--- src/sv/ccc_pkg.sv ---
`default_nettype none
// ----------------------------------------------------------------------------
// ccc_pkg
// Shared types, constants and helper functions of the calendar clock counter.
// ----------------------------------------------------------------------------
package ccc_pkg;

  // field widths
  localparam int unsigned MinuteW = 6;
  localparam int unsigned HourW   = 5;
  localparam int unsigned DayW    = 5;
  localparam int unsigned MonthW  = 4;
  localparam int unsigned YearW   = 7;

  // counter limits
  localparam logic [MinuteW-1:0] MinuteLast = 6'd59;
  localparam logic [HourW-1:0]   HourLast   = 5'd23;
  localparam logic [MonthW-1:0]  MonthLast  = 4'd12;
  localparam logic [YearW-1:0]   YearLast   = 7'd99;
  localparam logic [DayW-1:0]    DayFirst   = 5'd1;
  localparam logic [MonthW-1:0]  MonthFirst = 4'd1;

  // month codes
  localparam logic [MonthW-1:0] MonJan = 4'd1;
  localparam logic [MonthW-1:0] MonFeb = 4'd2;
  localparam logic [MonthW-1:0] MonMar = 4'd3;
  localparam logic [MonthW-1:0] MonApr = 4'd4;
  localparam logic [MonthW-1:0] MonMay = 4'd5;
  localparam logic [MonthW-1:0] MonJun = 4'd6;
  localparam logic [MonthW-1:0] MonJul = 4'd7;
  localparam logic [MonthW-1:0] MonAug = 4'd8;
  localparam logic [MonthW-1:0] MonSep = 4'd9;
  localparam logic [MonthW-1:0] MonOct = 4'd10;
  localparam logic [MonthW-1:0] MonNov = 4'd11;
  localparam logic [MonthW-1:0] MonDec = 4'd12;

  // reset values
  localparam logic [MinuteW-1:0] MinuteRst = 6'd0;
  localparam logic [HourW-1:0]   HourRst   = 5'd0;
  localparam logic [DayW-1:0]    DayRst    = 5'd1;
  localparam logic [MonthW-1:0]  MonthRst  = 4'd1;
  localparam logic [YearW-1:0]   YearRst   = 7'd14;

  // one input request
  typedef struct packed {
    logic               load_time;
    logic               minute_tick;
    logic [HourW-1:0]   new_hour;
    logic [MinuteW-1:0] new_minute;
    logic [DayW-1:0]    new_day;
    logic [MonthW-1:0]  new_month;
    logic [YearW-1:0]   new_year;
  } item_t;

  // clock and calendar state
  typedef struct packed {
    logic [MinuteW-1:0] minute;
    logic [HourW-1:0]   hour;
    logic [DayW-1:0]    day;
    logic [MonthW-1:0]  month;
    logic [YearW-1:0]   year;
  } time_t;

  // one result request
  typedef struct packed {
    logic [1:0] hour_tens;
    logic [3:0] hour_ones;
    logic [2:0] minute_tens;
    logic [3:0] minute_ones;
    logic [1:0] day_tens;
    logic [3:0] day_ones;
    logic       month_tens;
    logic [3:0] month_ones;
    logic [3:0] year_tens;
    logic [3:0] year_ones;
  } result_t;

  // days in a month, leap February on years divisible by four
  function automatic logic [DayW-1:0] month_len(input logic [MonthW-1:0] month,
                                                 input logic [YearW-1:0]  year);
    logic [DayW-1:0] len;
    unique case (month)
      MonFeb:  len = (year[1:0] == 2'd0) ? 5'd29 : 5'd28;
      MonApr, MonJun, MonSep, MonNov: len = 5'd30;
      MonJan, MonMar, MonMay, MonJul, MonAug, MonOct, MonDec: len = 5'd31;
      default: len = 5'd31;
    endcase
    return len;
  endfunction

  // tens digit of a value below 128, reciprocal multiply by 205/2048
  function automatic logic [3:0] tens_of(input logic [YearW-1:0] value);
    logic [14:0] prod;
    prod = 15'(value) * 15'(8'd205);
    return prod[14:11];
  endfunction

  // ones digit from the value and its tens digit
  function automatic logic [3:0] ones_of(input logic [YearW-1:0] value,
                                         input logic [3:0]       tens);
    logic [YearW-1:0] rem;
    rem = value - 7'(tens) * 7'd10;
    return rem[3:0];
  endfunction

endpackage
`default_nettype wire

--- src/sv/ccc_if.sv ---
`default_nettype none
// ----------------------------------------------------------------------------
// ccc_in_if / ccc_out_if
// Valid/ready channels of the calendar clock counter.
// ----------------------------------------------------------------------------
interface ccc_in_if;
  logic       valid;
  logic       ready;
  logic       load_time;
  logic       minute_tick;
  logic [4:0] new_hour;
  logic [5:0] new_minute;
  logic [4:0] new_day;
  logic [3:0] new_month;
  logic [6:0] new_year;

  modport source (output valid, load_time, minute_tick, new_hour, new_minute,
                  new_day, new_month, new_year, input ready);
  modport sink   (input valid, load_time, minute_tick, new_hour, new_minute,
                  new_day, new_month, new_year, output ready);
endinterface

interface ccc_out_if;
  logic       valid;
  logic       ready;
  logic [1:0] hour_tens;
  logic [3:0] hour_ones;
  logic [2:0] minute_tens;
  logic [3:0] minute_ones;
  logic [1:0] day_tens;
  logic [3:0] day_ones;
  logic       month_tens;
  logic [3:0] month_ones;
  logic [3:0] year_tens;
  logic [3:0] year_ones;

  modport source (output valid, hour_tens, hour_ones, minute_tens, minute_ones,
                  day_tens, day_ones, month_tens, month_ones, year_tens,
                  year_ones, input ready);
  modport sink   (input valid, hour_tens, hour_ones, minute_tens, minute_ones,
                  day_tens, day_ones, month_tens, month_ones, year_tens,
                  year_ones, output ready);
endinterface
`default_nettype wire

--- src/sv/ccc_in_reg.sv ---
`default_nettype none
// ----------------------------------------------------------------------------
// ccc_in_reg
// Input register: captures one request and holds it until it moves on.
// ----------------------------------------------------------------------------
module ccc_in_reg (
  input  wire logic           clk,
  input  wire logic           rst_n,
  ccc_in_if.sink              in_ch,
  input  wire logic           fire,
  output ccc_pkg::item_t      item,
  output logic                item_valid
);
  import ccc_pkg::*;

  logic  valid_r;
  item_t item_r;
  logic  take;

  // free when empty or when the held request leaves this cycle
  assign in_ch.ready = !valid_r || fire;
  assign take        = in_ch.valid && in_ch.ready;

  // valid flag
  always_ff @(posedge clk) begin
    if (!rst_n) begin
      valid_r <= 1'b0;
    end else if (take) begin
      valid_r <= 1'b1;
    end else if (fire) begin
      valid_r <= 1'b0;
    end
  end

  // payload
  always_ff @(posedge clk) begin
    if (take) begin
      item_r <= '{load_time:   in_ch.load_time,
                  minute_tick: in_ch.minute_tick,
                  new_hour:    in_ch.new_hour,
                  new_minute:  in_ch.new_minute,
                  new_day:     in_ch.new_day,
                  new_month:   in_ch.new_month,
                  new_year:    in_ch.new_year};
    end
  end

  assign item       = item_r;
  assign item_valid = valid_r;
endmodule
`default_nettype wire

--- src/sv/ccc_time_core.sv ---
`default_nettype none
// ----------------------------------------------------------------------------
// ccc_time_core
// Time and date registers with load and cascaded minute carry logic.
// ----------------------------------------------------------------------------
module ccc_time_core (
  input  wire logic            clk,
  input  wire logic            rst_n,
  input  wire ccc_pkg::item_t  item,
  input  wire logic            fire,
  output ccc_pkg::time_t       time_nxt
);
  import ccc_pkg::*;

  time_t           time_r;
  time_t           base;
  time_t           stepped;
  logic            min_wrap;
  logic            hour_wrap;
  logic            day_wrap;
  logic            hour_carry;
  logic            day_carry;
  logic            month_carry;
  logic            year_carry;
  logic [DayW-1:0] len;

  // load first, then the tick works on the loaded value
  always_comb begin
    if (item.load_time) begin
      base = '{minute: item.new_minute, hour: item.new_hour, day: item.new_day,
               month: item.new_month, year: item.new_year};
    end else begin
      base = time_r;
    end
  end

  // carry chain minute -> hour -> day -> month -> year
  assign len         = month_len(base.month, base.year);
  assign min_wrap    = base.minute >= MinuteLast;
  assign hour_wrap   = base.hour >= HourLast;
  assign day_wrap    = base.day >= len;
  assign hour_carry  = item.minute_tick && min_wrap;
  assign day_carry   = hour_carry && hour_wrap;
  assign month_carry = day_carry && day_wrap;
  assign year_carry  = month_carry && (base.month >= MonthLast);

  always_comb begin
    stepped = base;
    if (item.minute_tick) begin
      stepped.minute = min_wrap ? '0 : base.minute + 6'd1;
    end
    if (hour_carry) begin
      stepped.hour = hour_wrap ? '0 : base.hour + 5'd1;
    end
    if (day_carry) begin
      stepped.day = day_wrap ? DayFirst : base.day + 5'd1;
    end
    if (month_carry) begin
      // month zero and out-of-range months go back to January
      if (base.month >= MonJan && base.month < MonthLast) begin
        stepped.month = base.month + 4'd1;
      end else begin
        stepped.month = MonthFirst;
      end
    end
    if (year_carry) begin
      stepped.year = (base.year >= YearLast) ? '0 : base.year + 7'd1;
    end
  end

  assign time_nxt = stepped;

  // state update on each request that moves to the result register
  always_ff @(posedge clk) begin
    if (!rst_n) begin
      time_r <= '{minute: MinuteRst, hour: HourRst, day: DayRst,
                  month: MonthRst, year: YearRst};
    end else if (fire) begin
      time_r <= time_nxt;
    end
  end
endmodule
`default_nettype wire

--- src/sv/ccc_out_reg.sv ---
`default_nettype none
// ----------------------------------------------------------------------------
// ccc_out_reg
// Decimal digit split and result register of the calendar clock counter.
// ----------------------------------------------------------------------------
module ccc_out_reg (
  input  wire logic            clk,
  input  wire logic            rst_n,
  input  wire ccc_pkg::time_t  time_nxt,
  input  wire logic            fire,
  output logic                 slot_free,
  ccc_out_if.source            out_ch
);
  import ccc_pkg::*;

  logic      valid_r;
  result_t   result_r;
  result_t   result_nxt;
  logic [3:0] hour_t;
  logic [3:0] minute_t;
  logic [3:0] day_t;
  logic [3:0] month_t;
  logic [3:0] year_t;

  // tens digits by reciprocal multiply
  assign hour_t   = tens_of(7'(time_nxt.hour));
  assign minute_t = tens_of(7'(time_nxt.minute));
  assign day_t    = tens_of(7'(time_nxt.day));
  assign month_t  = tens_of(7'(time_nxt.month));
  assign year_t   = tens_of(time_nxt.year);

  always_comb begin
    result_nxt.hour_tens   = hour_t[1:0];
    result_nxt.hour_ones   = ones_of(7'(time_nxt.hour), hour_t);
    result_nxt.minute_tens = minute_t[2:0];
    result_nxt.minute_ones = ones_of(7'(time_nxt.minute), minute_t);
    result_nxt.day_tens    = day_t[1:0];
    result_nxt.day_ones    = ones_of(7'(time_nxt.day), day_t);
    result_nxt.month_tens  = month_t[0];
    result_nxt.month_ones  = ones_of(7'(time_nxt.month), month_t);
    result_nxt.year_tens   = year_t;
    result_nxt.year_ones   = ones_of(time_nxt.year, year_t);
  end

  // room for a new result when empty or being drained
  assign slot_free = !valid_r || out_ch.ready;

  always_ff @(posedge clk) begin
    if (!rst_n) begin
      valid_r <= 1'b0;
    end else if (fire) begin
      valid_r <= 1'b1;
    end else if (out_ch.ready) begin
      valid_r <= 1'b0;
    end
  end

  always_ff @(posedge clk) begin
    if (fire) begin
      result_r <= result_nxt;
    end
  end

  // drive the result channel
  assign out_ch.valid       = valid_r;
  assign out_ch.hour_tens   = result_r.hour_tens;
  assign out_ch.hour_ones   = result_r.hour_ones;
  assign out_ch.minute_tens = result_r.minute_tens;
  assign out_ch.minute_ones = result_r.minute_ones;
  assign out_ch.day_tens    = result_r.day_tens;
  assign out_ch.day_ones    = result_r.day_ones;
  assign out_ch.month_tens  = result_r.month_tens;
  assign out_ch.month_ones  = result_r.month_ones;
  assign out_ch.year_tens   = result_r.year_tens;
  assign out_ch.year_ones   = result_r.year_ones;
endmodule
`default_nettype wire

--- src/sv/calendar_clock_counter.sv ---
`default_nettype none
// ----------------------------------------------------------------------------
// calendar_clock_counter
// Minute/hour/day/month/year counter with decimal digit outputs.
// ----------------------------------------------------------------------------
// Each request may load the full time and date and may then advance it by one
// minute; every request returns one result with the time and date after it,
// split into tens and ones digits. The block takes one request per clock while
// the result channel takes its results; a request waits in the input register,
// then the load, carry chain and digit split run in one pass into the result
// register while the state registers update.
// After reset the clock reads 00:00 on day 1, month 1, year 14.
// ----------------------------------------------------------------------------
module calendar_clock_counter (
  input  wire logic   clk,
  input  wire logic   rst_n,
  ccc_in_if.sink      in_ch,
  ccc_out_if.source   out_ch
);
  import ccc_pkg::*;

  item_t item;
  logic  item_valid;
  logic  slot_free;
  logic  fire;
  time_t time_nxt;

  // a request moves on when the result register has room
  assign fire = item_valid && slot_free;

  // input register
  ccc_in_reg u_in_reg (
    .clk        (clk),
    .rst_n      (rst_n),
    .in_ch      (in_ch),
    .fire       (fire),
    .item       (item),
    .item_valid (item_valid)
  );

  // time and date state
  ccc_time_core u_time_core (
    .clk      (clk),
    .rst_n    (rst_n),
    .item     (item),
    .fire     (fire),
    .time_nxt (time_nxt)
  );

  // digit split and result register
  ccc_out_reg u_out_reg (
    .clk       (clk),
    .rst_n     (rst_n),
    .time_nxt  (time_nxt),
    .fire      (fire),
    .slot_free (slot_free),
    .out_ch    (out_ch)
  );
endmodule
`default_nettype wire
--- src/flat_wrapper.sv ---
// flat-port wrapper written by rule: the top's interface ports become plain ports
module calendar_clock_counter_flat import ccc_pkg::*;
  (clk, rst_n, in_ch_valid, in_ch_load_time, in_ch_minute_tick, in_ch_new_hour, in_ch_new_minute, in_ch_new_day, in_ch_new_month, in_ch_new_year, in_ch_ready, out_ch_valid, out_ch_hour_tens, out_ch_hour_ones, out_ch_minute_tens, out_ch_minute_ones, out_ch_day_tens, out_ch_day_ones, out_ch_month_tens, out_ch_month_ones, out_ch_year_tens, out_ch_year_ones, out_ch_ready);
  ccc_in_if in_ch_i ();
  ccc_out_if out_ch_i ();
  input  wire logic clk;
  input  wire logic rst_n;
  input wire logic [$bits(in_ch_i.valid)-1:0] in_ch_valid;
  input wire logic [$bits(in_ch_i.load_time)-1:0] in_ch_load_time;
  input wire logic [$bits(in_ch_i.minute_tick)-1:0] in_ch_minute_tick;
  input wire logic [$bits(in_ch_i.new_hour)-1:0] in_ch_new_hour;
  input wire logic [$bits(in_ch_i.new_minute)-1:0] in_ch_new_minute;
  input wire logic [$bits(in_ch_i.new_day)-1:0] in_ch_new_day;
  input wire logic [$bits(in_ch_i.new_month)-1:0] in_ch_new_month;
  input wire logic [$bits(in_ch_i.new_year)-1:0] in_ch_new_year;
  output wire logic [$bits(in_ch_i.ready)-1:0] in_ch_ready;
  output wire logic [$bits(out_ch_i.valid)-1:0] out_ch_valid;
  output wire logic [$bits(out_ch_i.hour_tens)-1:0] out_ch_hour_tens;
  output wire logic [$bits(out_ch_i.hour_ones)-1:0] out_ch_hour_ones;
  output wire logic [$bits(out_ch_i.minute_tens)-1:0] out_ch_minute_tens;
  output wire logic [$bits(out_ch_i.minute_ones)-1:0] out_ch_minute_ones;
  output wire logic [$bits(out_ch_i.day_tens)-1:0] out_ch_day_tens;
  output wire logic [$bits(out_ch_i.day_ones)-1:0] out_ch_day_ones;
  output wire logic [$bits(out_ch_i.month_tens)-1:0] out_ch_month_tens;
  output wire logic [$bits(out_ch_i.month_ones)-1:0] out_ch_month_ones;
  output wire logic [$bits(out_ch_i.year_tens)-1:0] out_ch_year_tens;
  output wire logic [$bits(out_ch_i.year_ones)-1:0] out_ch_year_ones;
  input wire logic [$bits(out_ch_i.ready)-1:0] out_ch_ready;
  assign in_ch_i.valid = in_ch_valid;
  assign in_ch_i.load_time = in_ch_load_time;
  assign in_ch_i.minute_tick = in_ch_minute_tick;
  assign in_ch_i.new_hour = in_ch_new_hour;
  assign in_ch_i.new_minute = in_ch_new_minute;
  assign in_ch_i.new_day = in_ch_new_day;
  assign in_ch_i.new_month = in_ch_new_month;
  assign in_ch_i.new_year = in_ch_new_year;
  assign in_ch_ready = in_ch_i.ready;
  assign out_ch_valid = out_ch_i.valid;
  assign out_ch_hour_tens = out_ch_i.hour_tens;
  assign out_ch_hour_ones = out_ch_i.hour_ones;
  assign out_ch_minute_tens = out_ch_i.minute_tens;
  assign out_ch_minute_ones = out_ch_i.minute_ones;
  assign out_ch_day_tens = out_ch_i.day_tens;
  assign out_ch_day_ones = out_ch_i.day_ones;
  assign out_ch_month_tens = out_ch_i.month_tens;
  assign out_ch_month_ones = out_ch_i.month_ones;
  assign out_ch_year_tens = out_ch_i.year_tens;
  assign out_ch_year_ones = out_ch_i.year_ones;
  assign out_ch_i.ready = out_ch_ready;
  calendar_clock_counter u_core (.clk(clk), .rst_n(rst_n), .in_ch(in_ch_i), .out_ch(out_ch_i));
endmodule
--- config.mk ---
export PLATFORM = sky130hd
export DESIGN_NAME = calendar_clock_counter_flat
export DESIGN_NICKNAME = d
export VERILOG_FILES = /design/src/sv/ccc_pkg.sv /design/src/sv/ccc_if.sv /design/src/sv/ccc_in_reg.sv /design/src/sv/ccc_time_core.sv /design/src/sv/ccc_out_reg.sv /design/src/sv/calendar_clock_counter.sv /design/src/flat_wrapper.sv
export SDC_FILE = /design/constraint.sdc
export NUM_CORES = 1
export LEC_CHECK = 0
export BUFFER_PORTS_ARGS = -buffer_cell sky130_fd_sc_hd__buf_2
export CORE_MARGIN = 3
export CORE_UTILIZATION = 55
export DETAILED_ROUTE_END_ITERATION = 8
export PLACE_DENSITY_LB_ADDON = 0.08
export REMOVE_ABC_BUFFERS = 1
export SLEW_MARGIN = 25
export SYNTH_ARGS = -nofsm -noshare
export SYNTH_HDL_FRONTEND = slang
export SYNTH_HIERARCHICAL = 1
export SYNTH_SLANG_ARGS = --single-unit
--- constraint.sdc ---
create_clock -name clk -period 7.2 [get_ports clk]
set_input_delay 0.36 -clock clk [delete_from_list [all_inputs] [get_ports clk]]
set_output_delay 0.36 -clock clk [all_outputs]
set_load 0.02 [all_outputs]
# Word level (Yosys, flattened, before mapping)
# Index checks and enable logic that the tools add are counted.
[word_totals] out_inout_bits=34 word_cells=88 in_bits=33 register_bits=90
[classes] n_reduce_logical=15 n_eq_ne=5 mux=17 mul=10 n_lt_le_gt_ge=7 add_sub_neg=10
[op_table] operator="27-bit two-way mux" n=1
[op_table] operator="5-bit by 8-bit multiplier with 13-bit output (second input constant)" n=2
[op_table] operator="5-bit two-way mux" n=4
[op_table] operator="4-bit subtractor" n=5
[op_table] operator="7-bit by 8-bit multiplier with 15-bit output (second input constant)" n=1
[op_table] operator="6-bit by 8-bit multiplier with 14-bit output (second input constant)" n=1
[op_table] operator="7-bit two-way mux" n=2
[op_table] operator="4-bit by 8-bit multiplier with 12-bit output (second input constant)" n=1
[op_table] operator="6-bit two-way mux" n=2
[op_table] operator="5-bit by 1-bit adder with 5-bit output (second input constant)" n=2
[op_table] operator="4-bit by 3-bit equality test with 1-bit output (second input constant)" n=2
[op_table] operator="4-bit equality test (second input constant)" n=2
[op_table] operator="4-bit two-way mux" n=2
[op_table] operator="7-bit by 1-bit adder with 7-bit output (second input constant)" n=1
[op_table] operator="7-bit greater-or-equal comparator (second input constant)" n=1
[op_table] operator="1-bit logical AND" n=7
[op_table] operator="6-bit by 1-bit adder with 6-bit output (second input constant)" n=1
[op_table] operator="6-bit greater-or-equal comparator (second input constant)" n=1
[op_table] operator="2-bit by 3-bit multiplier with 3-bit output (second input constant)" n=2
[op_table] operator="5-bit greater-or-equal comparator" n=1
[op_table] operator="5-bit greater-or-equal comparator (second input constant)" n=1
[op_table] operator="1-bit two-way mux" n=5
[op_table] operator="4-bit by 1-bit adder with 4-bit output (second input constant)" n=1
[op_table] operator="4-bit by 2-bit equality test with 1-bit output (second input constant)" n=1
[op_table] operator="other kinds (12)" n=15

# Logic depth before layout (Yosys ltp)
[logic_depth] ltp_word=11 ltp_mapped=36 depth_no_buf=31

# By module
# Netlist, hierarchy kept.
[by_module_without_submodules] mod="ccc_out_reg" seq_area_each_um2=980.9 cells_per_inst=387 instances=1 area_per_inst_um2=4172.8
[by_module_without_submodules] mod="ccc_time_core" seq_area_each_um2=540.5 cells_per_inst=304 instances=1 area_per_inst_um2=2371.0
[by_module_without_submodules] mod="ccc_in_reg" seq_area_each_um2=890.9 cells_per_inst=34 instances=1 area_per_inst_um2=928.4
[by_module_without_submodules] mod="calendar_clock_counter" seq_area_each_um2=0.0 cells_per_inst=1 instances=1 area_per_inst_um2=6.3

# Worst setup path before layout
# No wires, ideal clock.
[synth_path] path_kind="reg-to-reg" start="register u_core.u_in_reg.item_r (netlist bit u_core/u_in_reg/item[28])" end="register u_core.u_out_reg.result_r (netlist bit u_core/u_out_reg/out_ch.year_ones[3]), data pin" stages_incl_launch_ff=34 slack_ps=-218 setup_time_ps=267 required_ps=6933 synth_period_minus_slack_ps=7418 t_arrival_ps=7152 n_path_buf=4 cell_sequence="edfxtp_1 > buf_6 > buf_6 > buf_4 > buf_4 > mux2i_1 > inv_1 > ha_1 > o21ai_0 > nor2_1 > a21oi_1 > ha_1 > nand2b_1 > a21o_1 > nand4_1 > a211oi_1 > o21ai_0 > ha_1 > ha_1 > fa_1 > inv_1 > fa_1 > inv_1 > ha_1 > nand4_1 > nor2_1 > or3_4 > a21oi_4 > o21bai_1 > xor2_1 > fa_1 > xnor2_1 > xnor3_1 > xnor2_1"
[synth_rtl] element="start, declared" line_no="ccc_in_reg.sv:17" text="item_t item_r;"
[synth_rtl] element="start signal, assigned" line_no="ccc_in_reg.sv:38" text="item_r <= '{load_time: in_ch.load_time,"
[synth_rtl] element="end signal, assigned" line_no="ccc_out_reg.sv:60" text="result_r <= result_nxt;"
[synth_rtl] element="end, declared" line_no="ccc_out_reg.sv:17" text="result_t result_r;"

==> results.md <==
- Routed vias/inst: 5.70
- Placed Area: 0.00811 sq mm
- Cts bufs inserted: 9
- CP dominant cell by count: ha_4
- Gpl congestion: 0.947
- # DRC: 0
- Antenna viol nets, final: 0
- Slew Limit Fails: 0
- GRT Util Overall: 22.3%
- Reg2reg setup slack: 0.21 ns
- Area occupied by registers: 0.00241 sq mm
- Status: complete, no violations
- P_leak: 0.00421 uW
- Die Y: 123 um
- Critical-path top delay cell: fa_1
- Crit path DAT: 7.08 ns
- Vias in the first global route: 5732
- Max Cap Viol: 0
- CTS tree: yes
- Fin crit period: 6.99 ns
- Vias: 5663
- Post-synth EDFFs: 61
- Register share of total power: 32.0%
- I/O Buffers: 66
- Cell Area, Synth: 0.00748 sq mm
- CP Buf/Inv Count: 5
- Clock transition at path regs: 0.07 ns
- Max Clock Skew: 0.00922 ns
- Worst path max stage delay: 0.50 ns
- # rows: 41
- Sequential element share of the synthesized area: 32.3%
- Primary FF master, synth: edfxtp_1
- Yosys warns: 6
- DR pass1 iterations: 5
- Die footprint: 0.0150 sq mm
- Post-synthesis cell count: 726
- Total power: 2070 uW
- Worst Path Max Fanout: 7
- Largest cells by area after synthesis: edfxtp_1, ha_1, dfxtp_1
- HP Start: in_ch_new_hour[2]
- Max Clk Rate: 143 MHz
- Dpl hpwl: 12.0 mm
- CP Class: reg2reg
- Initial DRC count: 234
- Leading area contributor after synthesis: edfxtp_1
- Worst hold margin: 0.174 ns
- PwrDens: 239 mW/mm^2
- Worst VDD drop: 0.000124 V
- Net Sw Frac: 36.6%
- Min-Delay Path Class: in2reg
- Comb pwr share: 45.9%
- Sum of negative setup slack: 0 ns
- Library cells used by synthesis: 75
- Synthesis-to-finish area growth: 16.0%
- Clock power frac: 22.0%
- Antenna violations before repair: 0
- IO Count: 67
- Nature of the critical path endpoint: flop
- Core Footprint: 0.0130 sq mm
- Worst setup startpoint: u_core/u_in_reg/item[28]
- Multi-input logic area: 0.00482 sq mm
- Tcrit/Tclk final: 97.0%
- Die X-Extent: 123 um
- N_diodes: 0
- First-pass GRT wire length: 26.5 mm
- Share of cells above drive strength 1: 22.1%
- FILL cells: 1045
- Clk sinks: 90
- Clock Latency Late Sink: 0.36 ns
- Global route overflow: 0
- Worst Max-Slew Pin Slew: 0.819 ns
- Worst Setup Start Kind: flop
- #FFs+latches synth: 90
- NumNets Final: 1006
- CTS root buf: clkbuf_16
- Worst EP required: 7.29 ns
- Routed len/inst: 16.1 um
- Family with the most delay on the worst path: adder cells
- Fin area: 0.00867 sq mm
- Initial core utilization: 57.6%
- Total wire length: 16.0 mm
- Int Pwr: 1310 uW
- Synth top area share: 24.5%
- Final Hold Viols: 0
- Commonest cells post-synth: ha_1, inv_1, edfxtp_1
- Post-synthesis area per instance: 10.3 sq um
- NetSw: 757 uW
- Most frequent cell after synthesis: ha_1
- Ys async rst share: 0%
- Relative slew slack: 44.8%
- H-tree depth: 3
- Reg2reg start: u_core/u_in_reg/item[28]
- Final core occ: 66.8%
- Final Setup Violations: 0
- Clk buf depth: 2
- Pin count of the biggest net entering global routing: 66
## final cells by class
type	count	share of cell area (%)
Sequential cell	90	27.8
Multi-Input combinational cell	519	55.5
Clock buffer	10	2.75
Inverter	101	4.40
Timing Repair Buffer	96	6.45
Tap cell	172	2.48
Clock inverter	6	0.563
## state kept, by name (all words and copies together), names as in the netlist
name,flops
u_core/u_out_reg/out_ch.hour_tens,2
u_core/u_out_reg/out_ch.year_ones,4
u_core/u_out_reg/out_ch.day_ones,4
u_core/u_out_reg/out_ch.hour_ones,4
u_core/u_out_reg/out_ch.valid,1
u_core/u_out_reg/out_ch.year_tens,4
u_core/u_out_reg/out_ch.minute_ones,4
u_core/u_in_reg/item,29
u_core/u_out_reg/out_ch.day_tens,2
u_core/u_time_core/time_r,27
u_core/u_out_reg/out_ch.month_ones,4
u_core/u_out_reg/out_ch.minute_tens,3
u_core/u_in_reg/item_valid,1
u_core/u_out_reg/out_ch.month_tens,1
## through the flow
stage / instances / worst slack [ns]
after floorplan: 710 / -0.606
after global placement: 971 / 0.248
after detailed placement: 971 / 0.0668
after CTS: 987 / 0.0424
after global routing: 994 / -0.0871
final: 994 / 0.213
## logic make-up (layout without fill, tap and decap cells)
logic type / count (synthesis) / in the layout / synth area share (%)
adders and majority gates: 156 / 156 / 28.3
AOI/OAI and AO/OA: 126 / 126 / 12.3
and+or+nand+nor: 171 / 171 / 12.2
xor gates and xnor gates: 32 / 32 / 3.93
buffers and inverters: 117 / 213 / 6.29
DFF: 90 / 90 / 32.3
muxes: 34 / 34 / 4.70
## layout by cell type (no fill, tap or decap), types with 11 or more instances in the layout
master / netlist / routed
o21ai_0: 23 / 21
or2_2: 11 / 11
nand3_1: 18 / 18
edfxtp_1: 61 / 61
nand2_1: 35 / 34
nand4_1: 15 / 15
fa_1: 22 / 21
dfxtp_1: 29 / 29
xnor2_1: 17 / 13
inv_1: 101 / 100
ha_1: 134 / 125
buf_4: 4 / 29
buf_2: 1 / 66
nor2_1: 44 / 40
a21oi_1: 20 / 19
xor2_1: 14 / 14
mux2i_1: 28 / 24
## path summary, 6_finish.rpt
| check | cells past startpoint | endpoint |
|---|---|---|
| worst min register to register | 2 | u_core/u_time_core/time_r[6] |
| worst max-delay path | 32 | u_core/u_out_reg/out_ch.year_ones[3] |
| worst max register to register | 32 | u_core/u_out_reg/out_ch.year_ones[3] |
| worst min-delay path | 1 | u_core/u_in_reg/item[24] |
## power by group through the flow
stage | logic [uW] | registers [uW] | clock network, uW
after floorplan | 624 | 720 | 0
after global placement | 852 | 672 | 0
after detailed placement | 899 | 673 | 0
after CTS | 906 | 662 | 464
after global routing | 1090 | 668 | 485
final | 951 | 663 | 456
## per-layer routing
layer,wire [um],global-route usage (%)
met4,298,7.07
met2,8060,39.1
met3,574,3.46
met5,0,0
met1,7090,28.3
## repair_timing
action | CTS | global route
buffers inserted | 0 | 7
hold buffers | 0 | 0
setup endpoints to repair | 0 | 2
resized for setup | 0 | 47
Power figures use the tool's default switching activity.
